File: config.mk
export PLATFORM = sky130hd
export DESIGN_NAME = rtmd_ctrl
export DESIGN_NICKNAME = d
export VERILOG_FILES = /design/src/sv/rtmd_pkg.sv /design/src/sv/rtmd_ctrl.sv
export SDC_FILE = /design/constraint.sdc
export NUM_CORES = 1
export LEC_CHECK = 0
export BUFFER_PORTS_ARGS = -buffer_cell sky130_fd_sc_hd__buf_4
export CORE_ASPECT_RATIO = 1.75
export CORE_UTILIZATION = 30
export CTS_CLUSTER_SIZE = 30
export DETAILED_ROUTE_END_ITERATION = 12
export GPL_TIMING_DRIVEN = 0
export PLACE_DENSITY = 0.56
export SLEW_MARGIN = 15
export SYNTH_ARGS = -nofsm -noshare
export SYNTH_HDL_FRONTEND = slang
export SYNTH_SLANG_ARGS = --single-unit
File: constraint.sdc
create_clock -name aclk -period 4.15 [get_ports aclk]
set_input_delay 0.415 -clock aclk [delete_from_list [all_inputs] [get_ports aclk]]
set_output_delay 0.415 -clock aclk [all_outputs]
set_load 0.01 [all_outputs]
File: src/sv/rtmd_pkg.sv
// ----------------------------------------------------------------------------
// rtmd_pkg
// Shared types, constants and tables of the rigid-transform mean distance block.
// ----------------------------------------------------------------------------
package rtmd_pkg;

    localparam int MAX_POINTS_DEF   = 64;
    localparam int CORDIC_STEPS_DEF = 16;

    localparam int COORD_W    = 27;
    localparam int ANGLE_W    = 25;
    localparam int CFG_IDX_W  = 3;
    localparam int TDATA_W    = 168;
    localparam int OUT_W      = 32;
    localparam int SUM_W      = 40;
    localparam int ENT_W      = 32;
    localparam int OPB_W      = 30;
    localparam int PROD_W     = 62;
    localparam int ACC_W      = 64;
    localparam int SQ_W       = 60;
    localparam int CORD_W     = 34;
    localparam int ZW         = 26;
    localparam int STEP_W     = 6;
    localparam int SQRT_STEPS = 30;
    localparam int DIV_STEPS  = 40;

    localparam logic signed [CORD_W-1:0] CORDIC_GAIN = 34'sd652032874;
    localparam logic signed [ZW-1:0]     DEG90       = 26'sd5898240;
    localparam logic signed [ZW-1:0]     DEG180      = 26'sd11796480;
    localparam logic signed [ENT_W-1:0]  ONE_Q16     = 32'sd65536;

    typedef enum logic [CFG_IDX_W-1:0] {
        REG_SHIFT_X, REG_SHIFT_Y, REG_SHIFT_Z,
        REG_TILT_X, REG_TILT_Y, REG_TILT_Z
    } cfg_reg_t;

    typedef enum logic [1:0] {MODE_T, MODE_R, MODE_P, MODE_SQ} mode_t;

    typedef enum logic [3:0] {
        ST_IDLE, ST_CORD_LOAD, ST_CORD_RUN, ST_CORD_STORE, ST_POINT, ST_MAC,
        ST_SQ_MUL, ST_SQ_ADD, ST_SQRT_LOAD, ST_SQRT_RUN, ST_SUM_ADD,
        ST_DIV_LOAD, ST_DIV_RUN, ST_OUT_WAIT
    } state_t;

    typedef struct packed {
        mode_t             mode;
        logic [1:0]        row;
        logic [1:0]        col;
        logic [1:0]        kk;
        logic [1:0]        axis;
        logic [STEP_W-1:0] step;
        logic              capture;
        logic              cord_load;
        logic              cord_step;
        logic              cord_store;
        logic              mul_en;
        logic              acc_add;
        logic              acc_first;
        logic              mac_store;
        logic              sq_add;
        logic              sq_first;
        logic              sqrt_load;
        logic              sqrt_step;
        logic              sum_add;
        logic              div_load;
        logic              div_step;
        logic              out_load;
    } cmd_t;

    typedef struct packed {
        logic cnt_zero;
        logic cnt_full;
        logic last;
        logic out_busy;
    } stat_t;

    // atan(2^-n) in Q16.16 degrees
    function automatic logic [22:0] atan_deg(input logic [4:0] n);
        logic [22:0] r;
        case (n)
            5'd0:    r = 23'd2949120;
            5'd1:    r = 23'd1740967;
            5'd2:    r = 23'd919879;
            5'd3:    r = 23'd466945;
            5'd4:    r = 23'd234379;
            5'd5:    r = 23'd117304;
            5'd6:    r = 23'd58666;
            5'd7:    r = 23'd29335;
            5'd8:    r = 23'd14668;
            5'd9:    r = 23'd7334;
            5'd10:   r = 23'd3667;
            5'd11:   r = 23'd1833;
            5'd12:   r = 23'd917;
            5'd13:   r = 23'd458;
            5'd14:   r = 23'd229;
            5'd15:   r = 23'd115;
            5'd16:   r = 23'd57;
            5'd17:   r = 23'd29;
            5'd18:   r = 23'd14;
            5'd19:   r = 23'd7;
            5'd20:   r = 23'd4;
            5'd21:   r = 23'd2;
            5'd22:   r = 23'd1;
            default: r = 23'd0;
        endcase
        return r;
    endfunction

endpackage

File: src/sv/rtmd_ctrl.sv
// ----------------------------------------------------------------------------
// rtmd_ctrl
// Sequencer: rotation build, per-point MAC, square root and final division.
// ----------------------------------------------------------------------------
module rtmd_ctrl #(
    parameter int CORDIC_STEPS = rtmd_pkg::CORDIC_STEPS_DEF
) (
    input  logic           aclk,
    input  logic           aresetn,
    input  logic           s_tvalid,
    output logic           s_tready,
    input  rtmd_pkg::stat_t stat,
    output rtmd_pkg::cmd_t  cmd
);
    import rtmd_pkg::*;

    state_t            state_reg, state_next;
    mode_t             mode_reg, mode_next;
    logic [1:0]        row_reg, row_next, col_reg, col_next;
    logic [1:0]        kk_reg, kk_next, axis_reg, axis_next;
    logic [STEP_W-1:0] step_reg, step_next;

    always_ff @(posedge aclk) begin
        if (!aresetn) begin
            state_reg <= ST_IDLE;
            mode_reg  <= MODE_T;
            row_reg   <= '0;
            col_reg   <= '0;
            kk_reg    <= '0;
            axis_reg  <= '0;
            step_reg  <= '0;
        end else begin
            state_reg <= state_next;
            mode_reg  <= mode_next;
            row_reg   <= row_next;
            col_reg   <= col_next;
            kk_reg    <= kk_next;
            axis_reg  <= axis_next;
            step_reg  <= step_next;
        end
    end

    always_comb begin
        state_next = state_reg;
        mode_next  = mode_reg;
        row_next   = row_reg;
        col_next   = col_reg;
        kk_next    = kk_reg;
        axis_next  = axis_reg;
        step_next  = step_reg;
        cmd        = '0;
        cmd.mode   = mode_reg;
        cmd.row    = row_reg;
        cmd.col    = col_reg;
        cmd.kk     = kk_reg;
        cmd.axis   = axis_reg;
        cmd.step   = step_reg;
        s_tready   = (state_reg == ST_IDLE);
        case (state_reg)
            ST_IDLE: begin
                if (s_tvalid) begin
                    cmd.capture = 1'b1;
                    axis_next   = '0;
                    state_next  = stat.cnt_zero ? ST_CORD_LOAD : ST_POINT;
                end
            end
            ST_CORD_LOAD: begin
                cmd.cord_load = 1'b1;
                step_next     = '0;
                state_next    = ST_CORD_RUN;
            end
            ST_CORD_RUN: begin
                cmd.cord_step = 1'b1;
                step_next     = step_reg + 1'b1;
                if (step_reg == STEP_W'(CORDIC_STEPS - 1)) state_next = ST_CORD_STORE;
            end
            ST_CORD_STORE: begin
                cmd.cord_store = 1'b1;
                if (axis_reg == 2'd2) begin
                    mode_next  = MODE_T;
                    row_next   = '0;
                    col_next   = '0;
                    kk_next    = '0;
                    state_next = ST_MAC;
                end else begin
                    axis_next  = axis_reg + 1'b1;
                    state_next = ST_CORD_LOAD;
                end
            end
            ST_POINT: begin
                if (stat.cnt_full) begin
                    state_next = stat.last ? ST_DIV_LOAD : ST_IDLE;
                end else begin
                    mode_next  = MODE_P;
                    row_next   = '0;
                    col_next   = '0;
                    kk_next    = '0;
                    state_next = ST_MAC;
                end
            end
            ST_MAC: begin
                cmd.mul_en    = (kk_reg != 2'd3);
                cmd.acc_add   = (kk_reg != 2'd0);
                cmd.acc_first = (kk_reg == 2'd1);
                if (kk_reg == 2'd3) begin
                    cmd.mac_store = 1'b1;
                    kk_next       = '0;
                    if (mode_reg == MODE_P) begin
                        state_next = ST_SQ_MUL;
                    end else if (col_reg == 2'd2) begin
                        col_next = '0;
                        if (row_reg == 2'd2) begin
                            row_next = '0;
                            if (mode_reg == MODE_T) mode_next = MODE_R;
                            else state_next = ST_POINT;
                        end else begin
                            row_next = row_reg + 1'b1;
                        end
                    end else begin
                        col_next = col_reg + 1'b1;
                    end
                end else begin
                    kk_next = kk_reg + 1'b1;
                end
            end
            ST_SQ_MUL: begin
                cmd.mode   = MODE_SQ;
                cmd.mul_en = 1'b1;
                state_next = ST_SQ_ADD;
            end
            ST_SQ_ADD: begin
                cmd.sq_add   = 1'b1;
                cmd.sq_first = (row_reg == 2'd0);
                if (row_reg == 2'd2) begin
                    state_next = ST_SQRT_LOAD;
                end else begin
                    row_next   = row_reg + 1'b1;
                    kk_next    = '0;
                    state_next = ST_MAC;
                end
            end
            ST_SQRT_LOAD: begin
                cmd.sqrt_load = 1'b1;
                step_next     = '0;
                state_next    = ST_SQRT_RUN;
            end
            ST_SQRT_RUN: begin
                cmd.sqrt_step = 1'b1;
                step_next     = step_reg + 1'b1;
                if (step_reg == STEP_W'(SQRT_STEPS - 1)) state_next = ST_SUM_ADD;
            end
            ST_SUM_ADD: begin
                cmd.sum_add = 1'b1;
                state_next  = stat.last ? ST_DIV_LOAD : ST_IDLE;
            end
            ST_DIV_LOAD: begin
                cmd.div_load = 1'b1;
                step_next    = '0;
                state_next   = ST_DIV_RUN;
            end
            ST_DIV_RUN: begin
                cmd.div_step = 1'b1;
                step_next    = step_reg + 1'b1;
                if (step_reg == STEP_W'(DIV_STEPS - 1)) state_next = ST_OUT_WAIT;
            end
            ST_OUT_WAIT: begin
                if (!stat.out_busy) begin
                    cmd.out_load = 1'b1;
                    state_next   = ST_IDLE;
                end
            end
            default: state_next = ST_IDLE;
        endcase
    end

endmodule

==> results of run 1 <==
## per-stage QoR
step                      area, um^2  worst slack, ns
final                           2160             1.96
after CTS                       2160             1.98
after global routing            2160             1.85
after floorplan                 1720             2.42
after global placement          2100             2.26
after detailed placement        2100             2.25
## how the worst min path moves through the flow
stage / start / endpoint / cells past startpoint
floorplan: mode_reg[0] / mode_reg[0] / 2
global placement: col_reg[1] / col_reg[0] / 1
detailed placement: col_reg[1] / col_reg[1] / 2
CTS: col_reg[1] / col_reg[1] / 2
global route: col_reg[1] / col_reg[1] / 2
finish: axis_reg[1] / axis_reg[1] / 2
## kinds of logic after synthesis
family,Yosys count,synth area share [%]
DFF,20,23.2
and+or+nand+nor,90,31.6
muxes,4,2.32
adders and majority gates,10,7.26
xor gates and xnor gates,3,1.53
buffers and inverters,27,8.50
AOI/OAI and AO/OA,64,25.6
## cells in the final DEF, fill, tap and decap left out, types with 2 or more instances in the layout
master	netlist	routed
buf_4	4	42
nor2_1	20	20
dfxtp_1	20	20
a21oi_1	17	17
o21ai_0	13	13
nand2_1	12	12
ha_1	10	10
inv_1	9	9
nand2b_1	9	9
nor2b_1	7	7
nand3_1	7	7
buf_2	6	6
and2_1	6	6
nor3_1	5	5
nand4_1	5	5
o21ai_1	4	4
mux2i_1	4	4
clkbuf_8	0	4
buf_6	3	3
a21o_1	3	3
o21a_1	3	3
a211oi_1	3	3
a31oi_1	3	3
a311oi_1	3	3
and3_1	2	2
nor4_2	2	2
and4bb_1	2	2
nor2b_2	2	2
clkbuf_1	2	2
inv_2	2	2
o211ai_1	2	2
a22oi_1	2	2
o31ai_1	2	2
nand4b_1	2	2
xnor2_1	2	2
nor4_1	2	2
## area by class of cell
cell class              instances  share of cell area [%]
plain buffers                  15                    4.70
clock buffers                   4                    2.55
inverters                      12                    2.09
multi-input cells             171                    54.5
flip-flops and latches         20                    18.6
well taps                      76                    4.41
repair buffers                 38                    13.2
## cells in the mapped netlist (all sizes together) (2+ instances only)
| library cell | n |
|---|---|
| a21oi | 17 |
| dfxtp | 20 |
| nor3 | 5 |
| a21o | 3 |
| nor2 | 20 |
| a22oi | 2 |
| nand3 | 7 |
| nand4b | 2 |
| o211ai | 2 |
| and3 | 2 |
| a311oi | 3 |
| nand2 | 12 |
| o21ai | 18 |
| nand3b | 2 |
| inv | 11 |
| and4bb | 3 |
| and2 | 6 |
| nand2b | 9 |
| a211oi | 4 |
| o31ai | 2 |
| a31oi | 4 |
| o21a | 3 |
| nor4 | 4 |
| ha | 10 |
| xnor2 | 2 |
| mux2i | 4 |
| nor2b | 9 |
| buf | 13 |
| nand4 | 5 |
| clkbuf | 2 |
## metal layers
| layer | share of wire [%] | up-vias |
|---|---|---|
| li1 | - | 870 |
| met1 | 40 | 837 |
| met2 | 52 | 67 |
| met3 | 4.2 | 15 |
| met4 | 3.3 | 0 |
| met5 | 0 | - |
## report_power, final
group          internal, mW  total, mW  switching, mW
sequential            0.220      0.251         0.0312
clock                0.0846      0.157         0.0720
combinational         0.287      0.685          0.398
## critical path, delay by kind of cell, from the launching register on
family	cells	cell delay, ns
AO/OA/AOI/OAI	1	0.08
AND/OR/NAND/NOR	2	0.33
flip-flops	1	0.34
buffers and inverters	4	0.75
==> metrics.md, run 1 <==
| Metric | Value |
|---|---|
| Outcome | completed |
| Fill cell count | 568 |
| Post-Route WL | 5200 um |
| Ys Warns | 0 |
| Critical path's most frequent cell | buf_4 |
| Clk_skew | 0.00420 ns |
| Worst reg2reg startpoint | row_reg[0] |
| Critical path capture point type | output port |
| Fin util | 39.0% |
| Met1 Usage GRT | 19.7% |
| DR WL/cell | 15.5 um |
| Die Y | 102 um |
| WP data required | 3.73 ns |
| Largest net degree at the start of global routing | 12 |
| Slew HR | 68.4% |
| Placed Cells | 332 |
| Critical Path Max Stage Delay | 0.34 ns |
| Synthesis-to-layout area growth | 25.3% |
| Drt drc | 0 |
| Predominant post-synthesis flop cell | dfxtp_1 |
| Detailed-route vias per instance | 5.32 |
| Worst r2r dst | row_reg[1] |
| Hold WC Path Type | reg2reg |
| Slowest-stage cell, CP | dfxtp_1 |
| Ant diodes | 0 |
| Syn Inst Count | 218 |
| Pre-antenna DRT Iters | 4 |
| Worst-path cell chain | buf_4 > buf_4 > buf_2 > nand2b_1 > o21ai_0 > and2_1 > buf_4 |
| CTS tree | done |
| Post-Synthesis Net Count | 235 |
| R2r worst-path depth | 7 |
| Vias | 1,789 |
| Post-DP HPWL | 3870 um |
| Worst setup startpoint | state_reg[0] |
| TritonCTS buffer count | 3 |
| Fin Hold WS | 0.522 ns |
| Ys async rst share | 0% |
| Clock buffer depth | 2 |
| GRT met2 Usage | 32.2% |
| Max Clk Rate | 457 MHz |
| Final Wtd Congestion | 0.901 |
| Max Slew Vio Count | 0 |
| Port bufs | 38 |
| Final-report setup violation count | 0 |
| Post-synth EDFFs | 0 |
| Arr. time, crit path | 1.77 ns |
| Tmin final | 2.19 ns |
| Clock latency on the worst-skew pair | 0.26 ns |
| Netlist cell types | 53 |
| Vias in the first global route | 1,672 |
| GR peak layer | met2 |
| RSZ-0062 raised after global routing | no |
| FF/Latch Area | 400 um^2 |
| I/O pins | 40 |
| Nets | 278 |
| Starting Density | 31.1% |
| Worst Tran Pin Value | 0.473 ns |
| Multi-input logic area | 1180 um^2 |
| Total clock sinks | 20 |
| Critical path class | reg2out |
| Post-cts resize count | 0 |
| Die Span X | 59.3 um |
| Gr ovfl total | 0 |
| Initial antenna violation count | 0 |
| PD cells | 506 nW/um^2 |
| Total negative slack | 0 ns |
| R2R Setup Slk | 2.23 ns |
| Post-synth top area cell | dfxtp_1 |
| Setup Buffers After CTS | 0 |
| MaxCap Viol Count | 0 |
| First-pass GRT wire length | 8230 um |
| M3 GR Usage | 1.90% |
| CP Launch Type | register |
| Area contributors post-synth | dfxtp_1, ha_1, a21oi_1 |
| P_leak | 0.911 nW |
| Rows | 36 |
| Clock slew seen by the registers of the worst setup and hold paths | 0.08 ns |
| Seq/Total Area, Yosys | 23.2% |
| Synthesized area | 1720 um^2 |
| Pwr Total | 1.09 mW |
| Max reg flops | 6 |
| Final Non-Filler Cells | 336 |
| Core area | 5540 um^2 |
| Iter 0 DRT Violations | 121 |
| Fin crit share | 52.8% |
| Peak supply drop | 0.152 mV |
| Share of layout cells above drive strength 1 | 26.5% |
| Final Hold Vio Count | 0 |
| Htree depth | 1 |
| Hold_buf cts | 0 |
| Critical path endpoint | cmd[11] |
| Synth Register Bits | 20 |
| Final ANT Viol Nets | 0 |
| Total die area | 6060 um^2 |
| Post-synth top area share | 23.2% |
| Root Buffer | clkbuf_8 |
| Mean Syn Cell Area | 7.90 um^2 |
| Total GRT Usage | 17.6% |
| Crit-path max FO | 10 |
Note: power is estimated with default switching activity, not from simulation.
==> run 2, diff against run 1 <==
PLACE_DENSITY = 0.57   (was 0.56)
clock period = 1.95 ns   (was 4.15 ns; I/O delays follow)
==> run 2 against run 1 <==
Final cell count stayed put; utilization is 0.75 points higher; sequential share of layout area is 0.18 points lower; die area stayed put; register-to-register slack worse by 2.1 ns; clock power is 110% higher; clock skew is 0.0037 ns higher; wire length is 2.2% lower; worst setup slack worse by 1.8 ns; critical path depth stayed put; via count is 2.3% lower; first-iteration DRC count is 56% lower; critical path type unchanged; largest cell class unchanged.
==> metrics.md, run 2 (synthesized netlist as in run 1, its figures left out) <==
| Metric | Value |
|---|---|
| Worst Tran Pin Value | 0.451 ns |
| Setup Buffers After CTS | 0 |
| Final Non-Filler Cells | 336 |
| First-pass GRT wire length | 8380 um |
| Peak supply drop | 0.322 mV |
| Final worst slack | 0.123 ns |
| Largest net degree at the start of global routing | 12 |
| Final Hold Vio Count | 0 |
| Commonest non-fill, non-tap cell in the layout | buf_4 |
| Total negative slack | 0 ns |
| CP delay by family, top | buffers and inverters |
| Critical path capture point type | output port |
| Total GRT Usage | 18.0% |
| CTS tree | done |
| GR peak layer | met2 |
| Clock buffer depth | 2 |
| Outcome | completed |
| Vias | 1,748 |
| I/O pins | 40 |
| Max reg flops | 6 |
| Synthesis-to-layout area growth | 27.7% |
| Max Clk Rate | 547 MHz |
| Starting Density | 31.1% |
| Gr ovfl total | 0 |
| Final Wtd Congestion | 0.916 |
| Max Slew Vio Count | 0 |
| P_leak | 0.911 nW |
| Tmin final | 1.83 ns |
| MaxCap Viol Count | 0 |
| Port bufs | 38 |
| Clock slew seen by the registers of the worst setup and hold paths | 0.08 ns |
| Iter 0 DRT Violations | 53 |
| Drt drc | 0 |
| Arr. time, crit path | 1.63 ns |
| Fin crit share | 93.7% |
| Fin util | 39.7% |
| Total die area | 6060 um^2 |
| Total clock sinks | 20 |
| Ant diodes | 0 |
| Worst-path cell chain | buf_6 > buf_6 > buf_4 > nand2b_4 > o21ai_0 > and2_1 > buf_4 |
| Post-cts resize count | 2 |
| Clk_skew | 0.00789 ns |
| Slew HR | 69.9% |
| Post-DP HPWL | 3920 um |
| Nets | 278 |
| PD cells | 1080 nW/um^2 |
| Clock latency on the worst-skew pair | 0.27 ns |
| Hold_buf cts | 0 |
| Most frequent cells in the layout | buf_4, nor2_1, a21oi_1, dfxtp_1, o21ai_0 |
| Share of layout cells above drive strength 1 | 29.6% |
| DR WL/cell | 15.1 um |
| Die Span X | 59.3 um |
| Critical path class | reg2out |
| WP buf/inv | 4 |
| Rows | 36 |
| Post-Route WL | 5090 um |
| Pre-antenna DRT Iters | 4 |
| WP data required | 1.75 ns |
| Place WS | 0.0543 ns |
| RSZ-0062 raised after global routing | no |
| Hold WC Path Type | in2reg |
| Initial antenna violation count | 0 |
| Slowest-stage cell, CP | dfxtp_2 |
| TritonCTS buffer count | 3 |
| Final-report setup violation count | 0 |
| Crit-path max FO | 10 |
| CP Launch Type | register |
| Final ANT Viol Nets | 0 |
| Root Buffer | clkbuf_8 |
| Detailed-route vias per instance | 5.20 |
| Die Y | 102 um |
| Vias in the first global route | 1,678 |
| Core area | 5540 um^2 |
| Htree depth | 1 |
| M3 GR Usage | 1.27% |
| Critical Path Max Stage Delay | 0.35 ns |
| GRT met2 Usage | 33.4% |
| Placed Cells | 332 |
| Met1 Usage GRT | 20.1% |
## run 2: power by group
group / leakage (nW) / total, mW / switching, mW / internal (mW)
clock: 0.0288 / 0.332 / 0.152 / 0.180
combinational: 0.719 / 1.50 / 0.849 / 0.653
sequential: 0.163 / 0.541 / 0.0674 / 0.474
total: 0.911 / 2.38 / 1.07 / 1.31
## run 2: worst reg2reg max path: stages (launching register included)
cell      delay (ns)
dfxtp_2         0.37
inv_1           0.09
ha_2            0.23
and2_1          0.17
o21a_1          0.21
a211oi_4        0.29
a21oi_1         0.11
a311oi_1        0.25
## run 2: path summary, 6_finish.rpt
check	start	to	slack [ns]	depth (start not counted)
min	stat[2]	mode_reg[1]	0.31	3
max reg2reg	row_reg[0]	row_reg[0]	0.13	7
min reg2reg	col_reg[0]	col_reg[1]	0.52	2
max	state_reg[0]	cmd[11]	0.12	7
## run 2: per-layer routing
| metal | wire (um) | vias up |
|---|---|---|
| met5 | 0 | - |
| met4 | 131 | 0 |
| met3 | 138 | 9 |
| met2 | 2790 | 48 |
| met1 | 2020 | 817 |
| li1 | - | 874 |
## run 2: cell type report
class	count	area (um^2)
Buffer	15	123
Clock buffer	4	55.1
Fill cell	589	3340
Inverter	12	45.0
Multi-Input combinational cell	171	1190
Sequential cell	20	404
Tap cell	76	95.1
Timing Repair Buffer	38	285
## run 2: stage by stage
stage               power (mW)  hold slack (ns)  instance area, um^2
floorplan                 1.57            0.444                 1720
global placement          1.98            0.495                 2100
detailed placement        1.98            0.512                 2100
CTS                       2.33            0.314                 2160
global route              2.55            0.335                 2200
finish                    2.38            0.313                 2200
==> run 3, diff against run 2 <==
CTS_BUF_LIST = sky130_fd_sc_hd__clkbuf_16   (was not set)
==> run 3 against run 2 <==
Global-route usage up 0.23 points; combinational power up 4%; largest cell class unchanged; fmax about the same; die area unchanged; first-iteration DRC count up 83%; cell area up 2.2%; final cell count up 1.2%; worst setup slack better by 0.0011 ns.
==> metrics.md, run 3 (synthesized netlist as in run 1, its figures left out) <==
| Metric | Value |
|---|---|
| Outcome | completed |
| Gate power share | 61.7% |
| Critical path capture point type | output port |
| Synthesis-to-layout area growth | 30.5% |
| Sw frac | 42.8% |
| Final Wtd Congestion | 0.916 |
| Clock buffer depth | 2 |
| P_leak | 0.942 nW |
| Crit-path max FO | 10 |
| Post-DP HPWL | 3920 um |
| Clock slew seen by the registers of the worst setup and hold paths | 0.06 ns |
| Final-report setup violation count | 0 |
| Hold WC Path Type | in2reg |
| Clock power frac | 17.0% |
| Die Span X | 59.3 um |
| PD cells | 1130 nW/um^2 |
| Rows | 36 |
| Internal | 1.45 mW |
| Peak supply drop | 0.426 mV |
| Initial antenna violation count | 0 |
| Ant diodes | 0 |
| Max reg flops | 6 |
| Place WS | 0.0543 ns |
| Worst-path cell chain | buf_6 > buf_6 > buf_4 > nand2b_4 > o21ai_0 > and2_1 > buf_4 |
| CP Launch Type | register |
| R2R Setup Slk | 0.14 ns |
| Htree depth | 1 |
| Fin crit share | 93.6% |
| Core area | 5540 um^2 |
| Total negative slack | 0 ns |
| Port bufs | 38 |
| DR WL/cell | 15.0 um |
| Share of layout cells above drive strength 1 | 29.5% |
| CTS tree | done |
| Total GRT Usage | 18.2% |
| Clock latency on the worst-skew pair | 0.25 ns |
| MaxCap Viol Count | 0 |
| Post-layout instance area | 2250 um^2 |
| Commonest non-fill, non-tap cell in the layout | buf_4 |
| Root Buffer | clkbuf_16 |
| Tmin final | 1.83 ns |
| Vias | 1,796 |
| Hold_buf cts | 0 |
| Max Slew Vio Count | 0 |
| Pre-antenna DRT Iters | 7 |
| Clk_skew | 0.00526 ns |
| Post-Route WL | 5090 um |
| Final ANT Viol Nets | 0 |
| Arr. time, crit path | 1.63 ns |
| Sequential power share | 21.3% |
| Drt drc | 0 |
| Most frequent cells in the layout | buf_4, nor2_1, dfxtp_1 |
| Iter 0 DRT Violations | 97 |
| Gr ovfl total | 0 |
| Largest net degree at the start of global routing | 12 |
| Starting Density | 31.1% |
| Critical Path Max Stage Delay | 0.35 ns |
| Nets | 282 |
| Max Clk Rate | 548 MHz |
| Die Y | 102 um |
| Slowest-stage cell, CP | dfxtp_1 |
| Worst Tran Pin Value | 0.456 ns |
| Final worst slack | 0.124 ns |
| DP Area | 2100 um^2 |
| RSZ-0062 raised after global routing | no |
| Total clock sinks | 20 |
| Slew HR | 69.6% |
| TritonCTS buffer count | 3 |
| Vias in the first global route | 1,674 |
| Total die area | 6060 um^2 |
| I/O pins | 40 |
| First-pass GRT wire length | 8450 um |
| Final Hold Vio Count | 0 |
| Psw | 1.09 mW |
| WP data required | 1.75 ns |
| Critical path class | reg2out |
| Detailed-route vias per instance | 5.28 |
## run 3: changes by cell type in the layout (fill, tap and decap cells not counted), sizes merged
cell    change
buf         +5
clkbuf      -2
clkinv      +1
## run 3: path summary, 6_finish.rpt
| path | from | cells after the start | end |
|---|---|---|---|
| setup / recovery | state_reg[0] | 7 | cmd[11] |
| hold reg to reg | col_reg[1] | 1 | col_reg[0] |
| hold / removal | stat[2] | 3 | mode_reg[1] |
| setup reg to reg | row_reg[0] | 7 | row_reg[1] |
## run 3: metrics by stage
stage	power [mW]	hold WS, ns	utilization (%)	std cells
3_5_place_dp	1.98	0.512	38.0	332
3_3_place_gp	1.98	0.495	38.0	332
5_1_grt	2.73	0.352	40.6	340
6_report	2.53	0.336	40.6	340
4_1_cts	2.43	0.333	39.4	336
2_1_floorplan	1.57	0.444	-	218
## run 3: timing repair
action / in CTS / in global routing
resized for setup: 1 / 11
gates cloned: 0 / 0
buffers inserted: 0 / 4
pin swaps: 0 / 1
setup endpoints to repair: 1 / 10
## run 3: cell type report
| cell class | count | area, um^2 |
|---|---|---|
| Sequential cell | 20 | 403 |
| Inverter | 12 | 45.0 |
| Fill cell | 581 | 3290 |
| Buffer | 15 | 120 |
| Multi-Input combinational cell | 171 | 1190 |
| Clock buffer | 3 | 75.1 |
| Clock inverter | 1 | 3.75 |
| Timing Repair Buffer | 42 | 315 |
| Tap cell | 76 | 95.1 |
## run 3: power groups by stage
stage	combinational [mW]	clock [mW]	sequential [mW]
6_report	1.56	0.432	0.540
5_1_grt	1.71	0.466	0.551
4_1_cts	1.45	0.443	0.535
3_5_place_dp	1.44	0	0.544
3_3_place_gp	1.44	0	0.540
2_1_floorplan	1.03	0	0.538
## run 3: per-layer routing
metal  GRT usage (%)  part of all wire [%]  vias to the layer above
met3            2.15                   3.7                        9
met1            20.2                    39                      848
met5               0                     0                        -
met4            8.06                   3.1                        0
met2            33.5                    54                       52
li1                -                     -                      887
## run 3: critical path: cells and delay by family, from the launching register on
family	cells	cell delay, ns
compound gates	1	0.07
buf+inv	4	0.64
flops	1	0.35
simple gates	2	0.32
